## config.mk

```make
export PLATFORM = sky130hd
export DESIGN_NAME = isam_merge
export DESIGN_NICKNAME = d
export VERILOG_FILES = /design/src/rtl/core/isam_pkg.sv /design/src/rtl/core/isam_merge.sv
export SDC_FILE = /design/constraint.sdc
export NUM_CORES = 1
export LEC_CHECK = 0
export ABC_CLOCK_PERIOD_IN_PS = 9210
export BUFFER_PORTS_ARGS = -buffer_cell sky130_fd_sc_hd__buf_2
export CAP_MARGIN = 20
export CORE_MARGIN = 4
export CORE_UTILIZATION = 50
export CTS_BUF_LIST = sky130_fd_sc_hd__clkbuf_8
export DETAILED_ROUTE_END_ITERATION = 8
export PLACE_DENSITY = 0.77
export SLEW_MARGIN = 20
export SYNTH_ARGS = -nofsm -noshare
export SYNTH_HDL_FRONTEND = slang
export SYNTH_SLANG_ARGS = --single-unit
```

## constraint.sdc

```tcl
create_clock -name clock -period 9.21 [get_ports clock]
set_input_delay 1.842 -clock clock [delete_from_list [all_inputs] [get_ports clock]]
set_output_delay 1.842 -clock clock [all_outputs]
set_load 0.1 [all_outputs]
```

## src/rtl/core/isam_pkg.sv

```systemverilog
// Shared types and constants for the interval sort and merge block.
package isam_pkg;

   localparam int DATA_W = 32;

   // One stored interval, with its occupancy bit.
   typedef struct packed {
      logic                     valid;
      logic signed [DATA_W-1:0] iv_start;
      logic signed [DATA_W-1:0] iv_end;
   } entry_type;

   // Chain control, common to every cell.
   typedef struct packed {
      logic insert;   // place the broadcast interval in sorted order
      logic shift;    // move every entry one cell toward the head
   } cell_ctrl_type;

endpackage

```

## src/rtl/core/isam_merge.sv

```systemverilog
// Merge unit at the head of the chain: joins overlapping intervals and emits results.
module isam_merge
   import isam_pkg::*;
(
   input  logic                     clock,
   input  logic                     reset,
   input  logic                     accept,
   input  logic                     accept_last,
   input  logic                     full,
   input  entry_type                head,
   output logic                     shift,
   output logic                     busy,
   output logic                     rsp_valid,
   output logic signed [DATA_W-1:0] rsp_start,
   output logic signed [DATA_W-1:0] rsp_end,
   output logic                     rsp_last,
   output logic                     rsp_overflow
);

   typedef enum logic [1:0] {
      ST_IDLE,
      ST_PRIME,
      ST_RUN
   } state_type;

   state_type                state_ff;
   logic                     dropped_ff;
   logic signed [DATA_W-1:0] run_start_ff, run_end_ff;
   logic                     valid_ff, last_ff, overflow_ff;
   logic signed [DATA_W-1:0] out_start_ff, out_end_ff;

   assign shift = (state_ff != ST_IDLE);
   assign busy  = (state_ff != ST_IDLE);

   always_ff @(posedge clock) begin
      if (reset) begin
         state_ff   <= ST_IDLE;
         dropped_ff <= 1'b0;
         valid_ff   <= 1'b0;
      end else begin
         valid_ff <= 1'b0;
         unique case (state_ff)
            ST_IDLE: begin
               if (accept && full) begin
                  dropped_ff <= 1'b1;
               end
               if (accept_last) begin
                  state_ff <= ST_PRIME;
               end
            end
            ST_PRIME: begin
               run_start_ff <= head.iv_start;
               run_end_ff   <= head.iv_end;
               if (head.valid) begin
                  state_ff <= ST_RUN;
               end else begin
                  dropped_ff <= 1'b0;
                  state_ff   <= ST_IDLE;
               end
            end
            ST_RUN: begin
               if (!head.valid) begin
                  valid_ff     <= 1'b1;
                  last_ff      <= 1'b1;
                  overflow_ff  <= dropped_ff;
                  out_start_ff <= run_start_ff;
                  out_end_ff   <= run_end_ff;
                  dropped_ff   <= 1'b0;
                  state_ff     <= ST_IDLE;
               end else if (head.iv_start <= run_end_ff) begin
                  if (head.iv_end > run_end_ff) begin
                     run_end_ff <= head.iv_end;
                  end
               end else begin
                  valid_ff     <= 1'b1;
                  last_ff      <= 1'b0;
                  overflow_ff  <= dropped_ff;
                  out_start_ff <= run_start_ff;
                  out_end_ff   <= run_end_ff;
                  run_start_ff <= head.iv_start;
                  run_end_ff   <= head.iv_end;
               end
            end
            default: begin
               state_ff <= ST_IDLE;
            end
         endcase
      end
   end

   assign rsp_valid    = valid_ff;
   assign rsp_start    = out_start_ff;
   assign rsp_end      = out_end_ff;
   assign rsp_last     = last_ff;
   assign rsp_overflow = overflow_ff;

endmodule

```

# --- After elaboration in Yosys (flattened, before gate mapping) ---
# Cells that the tools add are included.
op_classes:
  muxes: 23
  magnitude_cmp: 2
  reduce_logical: 12
  eq_ne: 10
  bitwise_logic: 2
op_table:
  columns: ["operator", "n"]
  rows:
  - ["32-bit 2-to-1 mux", 9]
  - ["32-bit one-hot mux with 2 select lines", 2]
  - ["32-bit > comparator", 1]
  - ["32-bit <= comparator", 1]
  - ["2-bit != test (second input constant)", 7]
  - ["4-bit AND reduction", 2]
  - ["1-bit 2-to-1 mux", 7]
  - ["2-bit 2-to-1 mux", 3]
  - ["2-bit one-hot mux with 3 select lines", 1]
  - ["3-bit AND reduction", 2]
  - ["2-bit nonzero test", 3]
  - ["2-bit OR reduction", 2]
  - ["3-bit != test (second input constant)", 1]
  - ["2-bit by 1-bit == test with 1-bit output (second input constant)", 1]
  - ["2-bit == test (second input constant)", 1]
  - ["2-bit zero test", 1]
  - ["1-bit NOT", 2]
  - ["1-bit one-hot mux with 2 select lines", 1]
  - ["2-bit AND reduction", 1]
  - ["1-bit logical AND", 1]
word_totals:
  output_inout_bits: 69
  wordCells: 58
  register_bits: 134
  inputBits: 70

# --- Longest topological paths before layout ---
logic_depth:
  word_depth: 5
  depth_mapped: 9
  depth_no_buf: 9

# --- Worst setup path before layout ---
# OpenSTA, ideal clock, no wires.
synth_path:
  path_type: "input to register"
  start: "input head[46] (netlist name)"
  end: "register out_end_ff[0] (netlist: rsp_end[0]), enable pin"
  stages: 8
  setup_slack_ns: 0.389
  path_buffers: 0
  t_arrival_ns: 8.231
  setup_ns: 0.589
  cell_sequence: "ha_1 a21oi_1 nand2_1 a21o_1 o41ai_2 o311ai_1 mux2_4 a211oi_1"
synth_via:
  elab_chain_len: 3
synth_lines:
  columns: ["item", "line", "rtl"]
  rows:
  - ["start, declared", "isam_merge.sv:10", "input entry_type head,"]
  - ["32-bit <= comparator", "isam_merge.sv:70", "end else if (head.iv_start <= run_end_ff) begin"]
  - ["2-bit != test (no source line)", null, null]
  - ["3-bit AND reduction (no source line)", null, null]
  - ["end signal, assigned", "isam_merge.sv:67", "out_end_ff <= run_end_ff;"]
  - ["end signal, assigned", "isam_merge.sv:79", "out_end_ff <= run_end_ff;"]
  - ["end, declared", "isam_merge.sv:30", "logic signed [DATA_W-1:0] out_start_ff, out_end_ff;"]
# Every way passes these cells.
# A chain may end at the register's enable or synchronous reset.

# --- Worst setup path in the final report ---
layout_path:
  start: "input head[63] (netlist name)"
  end: "register run_start_ff[4], enable pin"
layout_via:
  elab_chain_len: 3
layout_lines:
  columns: ["item", "line", "rtl"]
  rows:
  - ["32-bit <= comparator", "isam_merge.sv:70", null]
  - ["2-bit != test (no source line)", null, null]
  - ["4-bit AND reduction (no source line)", null, null]
  - ["end signal, assigned", "isam_merge.sv:52", "run_start_ff <= head.iv_start;"]
  - ["end signal, assigned", "isam_merge.sv:80", "run_start_ff <= head.iv_start;"]
  - ["end, declared", "isam_merge.sv:28", "logic signed [DATA_W-1:0] run_start_ff, run_end_ff;"]
# Every way passes these cells.

==> results.yml <==
timing:
  rsz_0062_raised_after_global_routing: "false"
  slew_viol_final: 0
  min_period_ns: 4.53
  final-hold-violation-count: 0
  worst_slew_pin_slew_ns: 1.01
  fmax_mhz: 221
  finalCritPeriodShare_pct: 49.2
  fin_tns_setup_ns: 0
  finalSetupViolations: 0
  worst_clock_skew_ns: 0.0106
  relSlewSlack_pct: 32.3
finish:
  multi_input_comb_area_mm2: 0.00161
  insertedDiodeCount: 0
  drive_above_1_share_pct: 32.4
  area_growth_pct: 22.1
  layout.filler_cells: 809
  design.final.nets: 654
  register_area_mm2: 0.00398
cts:
  clock_tree.htree_level_count: 4
  clockRootBuffer: "clkbuf_8"
  post-cts-setup-buffer-count: 0
  worstSkewPairLatency_ns: 0.43
  clock_sinks: 134
  clock_path_buffers: 2
  cts.clk_slew.worst_paths_ns: 0.07
  cts-resized-gates: 0
  cts.hold.buffers_added: 0
  cts_bufs_inserted: 17
  tritoncts: "done"
routing:
  vias: 3529
  drt_wl_total_um: 12100
  route.detailed.wl_per_inst_um: 18.1
  detail_route.vias_per_cell: 5.29
  drt_iter0_markers: 239
  route.antenna.remaining_nets: 0
  number_of_remaining_drc_errors: 0
  firstDrtPassIters: 4
global_routing:
  antenna_found_initial: 0
  grt_util_all_layers_pct: 19.1
  first_global_vias: 3744
  grt_max_degree: 43
  gr-total-overflow: 0
  first_pass_grt_wire_length_um: 18800
logic_synthesis:
  top_cells_by_area_synth: "edfxtp_1, ha_1, inv_1"
  synth_top_area_share_pct: 68.5
  synth-adder-area-share_pct: 15.1
  post_synth_inst_count: 357
  post_synthesis_cell_area_mm2: 0.00570
  share_of_synthesized_flip_flops_with_an_asynchronous_set_or_reset_pct: 0
  count_of_cell_types_in_the_netlist: 36
  yosys_register_bits: 134
  synthDominantAreaCellType: "edfxtp_1"
  synth.mux.area_fraction_pct: 0.439
  synth-warning-count: 0
  synth_edf_count: 130
  mappedNetlistNets: 496
  syn_avg_cell_area_um2: 16.0
  synth_area_in_compound_gates_pct: 6.76
  synth-main-ff-cell: "edfxtp_1"
  post_synth_xor_area_fraction_pct: 0
  synth_simple_gate_area_share_pct: 5.00
  dominant_combinational_cell_family_by_area_after_synthesis: "adder cells"
  seq_area_frac_synth_pct: 69.9
placed_design:
  place.detailed.hpwl_um: 9220
  final_weighted_congestion_in_routability_driven_placement: 0.818
  io_buffers: 138
worst_setup_path:
  critical_path_required_ns: 9.26
  crit_path_end_kind: "flip-flop"
  reg2reg_depth: 9
  worst_ep_arrival_time_ns: 4.58
  largest_driver_fanout_on_the_critical_path: 32
  element_type_at_the_critical_path_start: "primary input"
  timing_worst_setup_path_type: "in -> reg"
  ff_to_ff_start: "run_end_ff[14]"
  critPathLaunch: "head[63]"
floorplan:
  design.die.area_mm2: 0.0132
  floorplan.die.height_um: 115
  rows: 38
  dieWidth_um: 115
  num_io_pins: 139
  core_mm2: 0.0110
  initial_util_pct: 51.9
status:
  status: "finished, final reports clean"
hold_path:
  min-delay-start: "run_start_ff[19]"
  min_delay_path_depth: 0
  min-delay-path-class: "reg -> reg"
power_and_ir_drop:
  power_frac_seq_pct: 54.7
  comb_power_share_pct: 14.1
  leakage_nw: 2.92
  p_int_w: 0.000974
  p_sw_share_pct: 26.4
  report.power.total_w: 0.00132
  p_sw_w: 0.000350
  worst_ir_drop_vdd_v: 0.000116
  clkPwrFrac_pct: 31.2
  power_density_mw_per_mm2: 190
job:
  max_cap_violations: 0
## cells in the final DEF (no fill, tap or decap), types with 3 or more instances in the layout
cell type / synthesis / routed
o211ai_1: 3 / 3
ha_1: 69 / 69
a211oi_1: 6 / 5
nor2b_1: 3 / 3
edfxtp_1: 130 / 130
dfxtp_1: 4 / 4
nand4_1: 13 / 13
o21ai_0: 4 / 4
nor2_1: 5 / 5
clkinv_1: 0 / 4
nand2_1: 10 / 10
inv_1: 39 / 41
a21o_1: 8 / 8
nand3_1: 13 / 13
clkbuf_8: 0 / 17
a21oi_1: 22 / 22
clkinv_2: 0 / 4
buf_2: 0 / 138
## critical path: stages
cell and delay, ns:
buf_2 0.12, ha_1 0.35, nand4_1 0.21, nor4bb_1 0.53, o41ai_2 0.16, o311ai_1 0.14
mux2_4 0.40, o2bb2ai_4 0.82
## through the flow
stage | hold slack, ns | cells | utilization (%) | worst slack (ns) | cell area [um2]
after floorplan | 0.400 | 357 | - | 0.389 | 5700
after global placement | 0.402 | 635 | 60.2 | 4.19 | 6620
after detailed placement | 0.405 | 635 | 60.2 | 4.11 | 6620
after CTS | 0.421 | 666 | 63.2 | 4.56 | 6950
after global routing | 0.424 | 667 | 63.4 | 4.46 | 6960
final | 0.419 | 667 | 63.4 | 4.68 | 6960
## final cells by class
type	instances	area share, %
multi-input cells	182	23.1
clock buffers	17	3.36
clock inverters	14	1.38
flip-flops and latches	134	57.2
inverters	39	2.10
well taps	140	2.52
repair buffers	141	10.4
## metal layers
metal	track usage [%]	vias to the layer above	share of wire, %
met2	31.9	118	50
met1	22.6	1673	40
met4	8.92	0	3.7
li1	-	1702	-
met5	0	-	0
met3	6.11	36	6.5
## sequential cells by signal, summed over array words and instances (netlist names)
name and flops:
rsp_end 32, rsp_start 32, run_end_ff 32, run_start_ff 32, state_ff 2, dropped_ff 1
rsp_last 1, rsp_overflow 1, rsp_valid 1
## final timing paths
path / to / slack, ns
worst min register to register: rsp_start[19] / 0.42
worst min-delay path: rsp_start[19] / 0.42
worst max register to register: run_start_ff[4] / 5.80
worst max-delay path: run_start_ff[4] / 4.68
## cell usage after synthesis (3+ instances only)
cell	count
inv_1	39
nand4_1	13
ha_1	69
a21oi_1	22
a211oi_1	6
nand3_1	13
nand2_1	10
a21o_1	8
nor2b_1	3
edfxtp_1	130
o21ai_0	4
dfxtp_1	4
nor2_1	5
o211ai_1	3
## logic make-up (layout without fill, tap and decap cells)
family,count (synthesis),in the layout
buffers and inverters,41,211
adders and majority gates,69,69
AOI/OAI and AO/OA,58,58
and+or+nand+nor,53,53
muxes,2,2
DFF,134,134
## power by group through the flow
| stage | sequential, W | combinational [W] | clock [W] |
|---|---|---|---|
| after global routing | 0.000726 | 0.000205 | 0.000454 |
| final | 0.000724 | 0.000186 | 0.000413 |
| after detailed placement | 0.000738 | 0.000184 | 0 |
| after CTS | 0.000724 | 0.000186 | 0.000419 |
| after global placement | 0.000735 | 0.000176 | 0 |
| after floorplan | 0.000763 | 0.0000960 | 0 |
Power figures use the tool's default switching activity.
