<file path="src/rtl/core/isam_pkg.sv">
// Shared types and constants for the interval sort and merge block.
package isam_pkg;

   localparam int DATA_W = 32;

   // One stored interval, with its occupancy bit.
   typedef struct packed {
      logic                     valid;
      logic signed [DATA_W-1:0] iv_start;
      logic signed [DATA_W-1:0] iv_end;
   } entry_type;

   // Chain control, common to every cell.
   typedef struct packed {
      logic insert;   // place the broadcast interval in sorted order
      logic shift;    // move every entry one cell toward the head
   } cell_ctrl_type;

endpackage

</file>
<file path="src/rtl/core/isam_cell.sv">
// One cell of the sorting chain: holds one interval and trades it with its neighbors.
module isam_cell
   import isam_pkg::*;
(
   input  logic          clock,
   input  logic          reset,
   input  cell_ctrl_type ctrl,
   input  entry_type     new_entry,
   input  entry_type     left_entry,
   input  logic          left_ins,
   input  entry_type     right_entry,
   output entry_type     entry,
   output logic          ins
);

   logic                     valid_ff, valid_in;
   logic signed [DATA_W-1:0] start_ff, start_in;
   logic signed [DATA_W-1:0] end_ff, end_in;

   // The insertion point lies at or before this cell.
   assign ins = !valid_ff || (start_ff > new_entry.iv_start);

   always_comb begin
      valid_in = valid_ff;
      start_in = start_ff;
      end_in   = end_ff;
      if (ctrl.shift) begin
         valid_in = right_entry.valid;
         start_in = right_entry.iv_start;
         end_in   = right_entry.iv_end;
      end else if (ctrl.insert && ins) begin
         if (left_ins) begin
            // push down: take the neighbor's entry
            valid_in = left_entry.valid;
            start_in = left_entry.iv_start;
            end_in   = left_entry.iv_end;
         end else begin
            // this is the insertion point
            valid_in = 1'b1;
            start_in = new_entry.iv_start;
            end_in   = new_entry.iv_end;
         end
      end
   end

   always_ff @(posedge clock) begin
      if (reset) begin
         valid_ff <= 1'b0;
      end else begin
         valid_ff <= valid_in;
      end
   end

   always_ff @(posedge clock) begin
      start_ff <= start_in;
      end_ff   <= end_in;
   end

   assign entry = '{valid: valid_ff, iv_start: start_ff, iv_end: end_ff};

endmodule

</file>
<file path="config.mk">
export PLATFORM = sky130hd
export DESIGN_NAME = isam_cell
export DESIGN_NICKNAME = d
export VERILOG_FILES = /design/src/rtl/core/isam_pkg.sv /design/src/rtl/core/isam_cell.sv
export SDC_FILE = /design/constraint.sdc
export NUM_CORES = 1
export LEC_CHECK = 0
export BUFFER_PORTS_ARGS = -buffer_cell sky130_fd_sc_hd__buf_4
export CAP_MARGIN = 0
export CORE_MARGIN = 2
export CORE_UTILIZATION = 35
export DETAILED_ROUTE_END_ITERATION = 6
export GPL_TIMING_DRIVEN = 0
export MAX_ROUTING_LAYER = met4
export PLACE_DENSITY_LB_ADDON = 0.3
export SLEW_MARGIN = 20
export SYNTH_ARGS = -nofsm -noshare
export SYNTH_HDL_FRONTEND = slang
export SYNTH_SLANG_ARGS = --single-unit
</file>
<file path="constraint.sdc">
create_clock -name clock -period 4.55 [get_ports clock]
set_clock_uncertainty 0.2 [all_clocks]
set_input_delay 0.6825 -clock clock [delete_from_list [all_inputs] [get_ports clock]]
set_output_delay 0.6825 -clock clock [all_outputs]
set_load 0.01 [all_outputs]
</file>
After elaboration in Yosys (flattened, before gate mapping)
Index checks and enable logic that the tools add are counted.

word-level totals
  register bits after elaboration = 65
  memory bits (read-only) = 0
  input bits = 200
  output and inout bits = 66
  latch bits = 0
  logic and storage cells = 17
  memories = 0
  RAM bits = 0

operators by class
  muxes and demuxes = 9
  $lt $le $gt $ge = 1
  shift-type cells = 0
  $mul = 0
  divide/modulo/power cells = 0
  bitwise logic cells = 0
  reductions and logical operators = 4
  equal/unequal tests = 0
  $add $sub $neg = 0

operators with widths
  operator             count
  $mux W32             6
  $gt A32 B32 Y1       1
  $mux W1              3
  $reduce_bool A2 Y1   1
  $logic_and A1 B1 Y1  1
  $logic_not A1 Y1     1
  $logic_or A1 B1 Y1   1

Logic depth before layout (Yosys ltp)
Gate-level depths: netlist of run 1.

  depth in word-level cells = 5
  depth in mapped cells = 8
  gate-level depth less buffers = 8

Worst setup path after synthesis of run 1
OpenSTA, ideal clock, no wires.

  path type = input to register
  start = input port new_entry[33] (netlist name)
  end = register end_ff[0], enable pin
  cell stages on the path = 8
  buffers on the path = 0
  path slack = 0.408 ns
  arrival = 3.506 ns
  required time = 3.914 ns
  library setup time = 0.436 ns
  path through = inv_1 ha_1 nor2b_1 o211ai_1 a2111oi_0 o31a_1 a211o_1 a311o_1

between the ends
  word-level cells in the longest chain between the ends = 4

ends and longest elaborated chain
  element                              RTL line         text
  start, declared                      isam_cell.sv:8   input entry_type new_entry,
  $gt A32 B32 Y1                       isam_cell.sv:21  assign ins = !valid_ff || (start_ff > new_entry.iv_start);
  $logic_or A1 B1 Y1                   isam_cell.sv:21
  $logic_and A1 B1 Y1                  isam_cell.sv:31  end else if (ctrl.insert && ins) begin
  $reduce_bool A2 Y1 (no source line)  --
  end signal, assigned                 isam_cell.sv:56  end_ff <= end_in;
  end, declared                        isam_cell.sv:18  logic signed [DATA_W-1:0] end_ff, end_in;

No other way between the ends.
A chain may end at the register's enable or synchronous reset.

Worst setup path in the final report of run 1
  start = input port new_entry[37] (netlist name)
  end = output port ins

between the ends
  word-level cells in the longest chain between the ends = 2

ends and longest elaborated chain
  element             RTL line         text
  $gt A32 B32 Y1      isam_cell.sv:21
  $logic_or A1 B1 Y1  isam_cell.sv:21
  end, declared       isam_cell.sv:13  output logic ins

No other way between the ends.

==> results of run 1 <==
## cell type report
| class | count | area [um^2] | share of cell area, % |
|---|---|---|---|
| inverters | 35 | 131 | 1.99 |
| flip-flops and latches | 65 | 1940 | 29.4 |
| clock inverters | 4 | 43.8 | 0.664 |
| well taps | 143 | 179 | 2.71 |
| repair buffers | 266 | 2030 | 30.7 |
| multi-input cells | 280 | 1950 | 29.5 |
| clock buffers | 12 | 236 | 3.58 |
| plain buffers | 22 | 88.8 | 1.35 |
## Yosys cell counts, drive strengths merged
master   count
a21o         2
o21a         1
nand4        5
o221a        1
o21ai       67
buf          9
clkbuf      13
a2111oi      1
a211o        1
a311o        1
nand3        4
a21bo        1
nand2       70
edfxtp      64
a21oi       13
dfxtp        1
nor2b        2
mux2i       64
nor3         2
nand2b       1
and3         1
a221o        1
ha          32
nor2         2
o32ai        1
o31a         1
o211ai       1
inv         35
a221oi       2
and4         3
## sequential cells by signal (all words and copies together) (netlist names)
name	count
end_ff	32
start_ff	32
valid_ff	1
## through the flow
| step | power [W] | TNS [ns] | instance area, um^2 | util (%) |
|---|---|---|---|---|
| finish | 0.00200 | 0 | 6600 | 57.8 |
| global route | 0.00211 | 0 | 6600 | 57.8 |
| global placement | 0.00134 | -48.22 | 6270 | 54.9 |
| CTS | 0.00203 | 0 | 6600 | 57.8 |
| detailed placement | 0.00136 | 0 | 6320 | 55.3 |
| floorplan | 0.00103 | 0 | 4110 | - |
## placed cells by master, fill, tap and decap left out
master / synthesis / routed
clkbuf_16: 0 / 9
buf_12: 0 / 1
clkinv_1: 0 / 1
a221oi_1: 2 / 2
nand2_1: 70 / 70
nand4_1: 5 / 5
and4_1: 3 / 3
inv_1: 35 / 35
a211o_1: 1 / 1
o31a_1: 1 / 1
a221o_1: 1 / 1
nor3_1: 2 / 2
a21oi_1: 13 / 13
ha_1: 32 / 32
nor2_1: 2 / 2
a2111oi_0: 1 / 1
o211ai_1: 1 / 1
a21bo_2: 1 / 1
clkbuf_1: 13 / 16
o221a_2: 1 / 1
buf_16: 0 / 1
and3_1: 1 / 1
o21a_1: 1 / 1
bufinv_16: 0 / 1
a21o_1: 2 / 2
buf_2: 2 / 2
edfxtp_1: 64 / 64
buf_1: 6 / 6
o32ai_1: 1 / 1
buf_4: 1 / 265
dfxtp_1: 1 / 1
nand2b_1: 1 / 1
clkinv_2: 0 / 2
nand3_1: 4 / 4
nor2b_1: 2 / 2
mux2i_1: 64 / 64
a311o_2: 0 / 1
o21ai_0: 67 / 67
## worst register-to-register path: cells and delay by family (launching register included)
kind	cells	cell delay (ns)
adders and majority gates	1	0.31
buffers and inverters	1	0.25
AOI/OAI and AO/OA	6	1.83
DFF	1	0.39
## kinds of logic (layout without fill, tap and decap cells)
family          count (synthesis)  in the layout  synth area share, %
compound gates                 94             94                 12.8
fa+ha+maj                      32             32                 9.74
buf+inv                        57            339                 5.36
flops                          65             65                 47.2
mux                            64             64                 15.6
simple gates                   90             90                 9.32
## worst max path at each step
stage / start / to / slack, ns / depth (start not counted)
finish: new_entry[37] / ins / 0.96 / 10
detailed placement: new_entry[37] / start_ff[13] / 0.84 / 10
global route: new_entry[37] / ins / 0.84 / 10
CTS: new_entry[37] / ins / 0.92 / 10
floorplan: new_entry[33] / end_ff[0] / 0.41 / 8
global placement: new_entry[54] / start_ff[14] / -0.76 / 9
## layer usage
metal | vias to the layer above | GRT usage, % | part of all wire, %
met3 | 18 | 4.97 | 7.2
met5 | - | - | 0
met2 | 177 | 36.5 | 52
met4 | 0 | 8.29 | 1.9
met1 | 1838 | 23.3 | 39
li1 | 2013 | - | -
## power breakdown
group	switching (W)	leakage (nW)	internal, W
Sequential	0.0000337	0.675	0.000756
Combinational	0.000250	2.48	0.000301
Clock	0.000239	0.138	0.000421
==> metrics, run 1 <==
vias in the first global route=4328; Cell variety after synth=32; Top cell by count, worst path=buf_4; post-synth top area share=46.8%; cell count after synthesis=402; clk slew on worst S/H paths=0.05 ns; CP Cell Sequence=buf_4 > inv_1 > ha_1 > a21oi_1 > o21ai_0 > a221o_1 > o31a_1 > a211o_1 > a21bo_2 > buf_4; gr usage total=21.0%; cell taking the most area after synthesis=edfxtp_1; fin cells=827; Syn Nets=634; min cycle time layout=3.59 ns; Vias per Instance=4.89; dpl cells=811; R2R setup slack=1.28 ns; CP bufs+invs=3; worst-path fanout max=3; worst endpoint data arrival time=2.70 ns; Worst-Skew Late Latency=0.32 ns; Seq cells post-synth=65; io pins=266; Critical Path End Type=output port; Final period util=78.8%; fillcell total=1011; port buffer count=264; total gr overflow=0; Post-CTS Hold Buffers=0; path type of the worst setup path=input port to output port; max_slew headroom=49.0%; P_leak=3.29 nW; post-CTS sizing=0; initial antenna violation count=0; Critical Path Max Stage Delay=0.34 ns; chip width=112 um; via count=4046; CP max-delay cell=a221o_1; Mapped Area=4110 um^2; worst setup margin=0.964 ns; Synth Area per Inst=10.2 um^2; die area=12600 um^2; Worst Hold Class=register to register; Max Slew Vio Count=0; Clock Tree Buf Depth=2; gpl congestion=0.864; Hold WS=0.318 ns; CORE AREA=11400 um^2; synth top area cells=edfxtp_1, mux2i_1, ha_1; MaxCap Viol Count=0; synth warn=0; antenna fix cells=0; CTS Buf Count=9; first-pass GRT wire length=20300 um; final wirelength=12900 um; dpl hpwl=10500 um; Antenna Nets Post-Route=0; setup violators final=0; initial DRC count=121; outcome=complete, no violations; Cells on Worst Hold Path=2; peak supply drop=0.151 mV; CTS tree=yes; setup bufs post-CTS=0; register area share after synthesis=47.2%; DP Worst Slack=0.835 ns; R2R cell count=8; startpoint type of the worst setup path=input port; routed len/inst=15.6 um; die height=112 um; pwr dens=303 nW/um^2; Pre-Repair DR Iteration Count=4; worst r2r src=start_ff[5]; Worst Hold Launch=valid_ff; fmax=279 MHz; DRC viols=0; Rows=39; Area growth, synth to finish=60.6%; largest net degree at the start of global routing=27; Final Hold Fails=0; Clock Tree Root=clkbuf_16; layout cell share with drive strength beyond 1=41.5%; clock tree sinks=65; RSZ-0062 raised after global routing=false; worst path required time=3.67 ns; H-tree levels=3; hold endpoint=valid_ff; Crit path max-delay family=compound AO/OA/AOI/OAI gates; Starting Density=36.0%; Least-Margin Pin Slew=0.766 ns; Final #Nets=911; reg-to-reg endpoint=start_ff[15]
Power figures use the tool's default switching activity.
==> inputs of run 2 (changes only) <==
clock period = 3.5 ns   (was 4.55 ns; I/O delays follow)
==> metrics, run 2 (synthesis gave the netlist of run 1 again) <==
P_leak=3.30 nW; routed len/inst=15.8 um; Area growth, synth to finish=61.1%; reg-to-reg endpoint=end_ff[21]; max_slew headroom=50.2%; clock tree sinks=65; final wirelength=13100 um; worst path required time=2.77 ns; sw frac=25.8%; via count=4022; Worst-Skew Late Latency=0.32 ns; die height=112 um; gpl congestion=0.794; hold endpoint=valid_ff; Seq pwr share=38.5%; setup bufs post-CTS=0; internal power=0.00199 W; net switching power=0.000689 W; MaxCap Viol Count=0; Logic pwr share=26.8%; worst r2r src=start_ff[5]; R2R setup slack=0.16 ns; RSZ-0062 raised after global routing=false; Pre-Repair DR Iteration Count=4; Rows=39; initial DRC count=175; DP Worst Slack=-0.0939 ns; fmax=293 MHz; Starting Density=36.0%; CTS tree=yes; Max Slew Vio Count=0; dpl cells=811; total gr overflow=0; fin cells=826; Cells on Worst Hold Path=2; dpl hpwl=10600 um; H-tree levels=3; vias in the first global route=4196; path type of the worst setup path=register to output port; chip width=112 um; gr usage total=20.9%; Post-CTS Hold Buffers=0; Largest regs=end_ff (32), start_ff (32), valid_ff (1); io pins=266; Final Hold Fails=0; worst endpoint data arrival time=2.68 ns; peak supply drop=0.258 mV; Worst Hold Class=input port to register; startpoint type of the worst setup path=register; Clock Tree Root=clkbuf_16; min cycle time layout=3.41 ns; clock share of power=34.7%; pwr dens=404 nW/um^2; Clock Tree Buf Depth=2; worst-path fanout max=3; clk slew on worst S/H paths=0.05 ns; Antenna Nets Post-Route=0; setup violators final=0; antenna fix cells=0; Worst Hold Launch=reset; largest net degree at the start of global routing=31; Least-Margin Pin Slew=0.748 ns; CORE AREA=11400 um^2; CTS Buf Count=9; layout cell share with drive strength beyond 1=41.4%; most common cell after layout, fill and taps aside=buf_4; Vias per Instance=4.87; commonest non-fill, non-tap cells in the layout=buf_4, nand2_1, o21ai_0; DRC viols=0; worst setup margin=0.0926 ns; Final #Nets=911; first-pass GRT wire length=20100 um; initial antenna violation count=0; R2R cell count=8; Critical Path End Type=output port; outcome=complete, no violations; fillcell total=1008; die area=12600 um^2; Hold WS=0.172 ns; Final period util=97.4%; port buffer count=264; post-CTS sizing=0
run 2: how the worst max path moves through the flow:
stage,slack (ns),end,from
finish,0.09,ins,start_ff[5]
global route,0.002,ins,start_ff[5]
CTS,0.09,ins,start_ff[5]
detailed placement,-0.09,end_ff[22],new_entry[37]
floorplan,0.23,end_ff[0],new_entry[46]
global placement,-0.43,start_ff[10],new_entry[54]
run 2: layout make-up:
type	count	area [um^2]	area share [%]
Inverter	35	131	1.98
Tap cell	143	179	2.70
Clock inverter	5	71.3	1.08
Clock buffer	10	229	3.46
Multi-Input combinational cell	280	1950	29.4
Buffer	22	88.8	1.34
Timing Repair Buffer	266	2030	30.7
Sequential cell	65	1940	29.3
run 2: power groups by stage:
stage,clock network [W],logic [W],registers [W]
2_1_floorplan,0,0.000249,0.00109
3_3_place_gp,0,0.000696,0.00104
3_5_place_dp,0,0.000722,0.00104
4_1_cts,0.000945,0.000727,0.00103
5_1_grt,0.000977,0.000788,0.00104
6_report,0.000929,0.000718,0.00103
run 2: routing by layer:
metal / track usage [%] / vias to the layer above / part of all wire, %
li1: - / 2008 / -
met1: 22.5 / 1826 / 39
met2: 37.8 / 171 / 52
met3: 5.35 / 17 / 8.0
met4: 6.18 / 0 / 1.3
met5: - / - / 0
run 2: metrics by stage:
step / cell area (um^2) / utilization [%] / TNS [ns] / power (W)
after global routing: 6620 / 58.0 / 0 / 0.00281
after floorplan: 4110 / - / 0 / 0.00134
after global placement: 6270 / 54.9 / -27.12 / 0.00174
after CTS: 6620 / 58.0 / 0 / 0.00270
final: 6620 / 58.0 / 0 / 0.00268
after detailed placement: 6320 / 55.3 / -4.09 / 0.00177
run 2: critical path: stages (launching register included):
cell and delay (ns):
edfxtp_1 0.38, ha_1 0.30, a21oi_1 0.18, o21ai_0 0.17
a221o_1 0.35, o31a_1 0.33, a211o_1 0.28, a21bo_2 0.20
buf_4 0.14
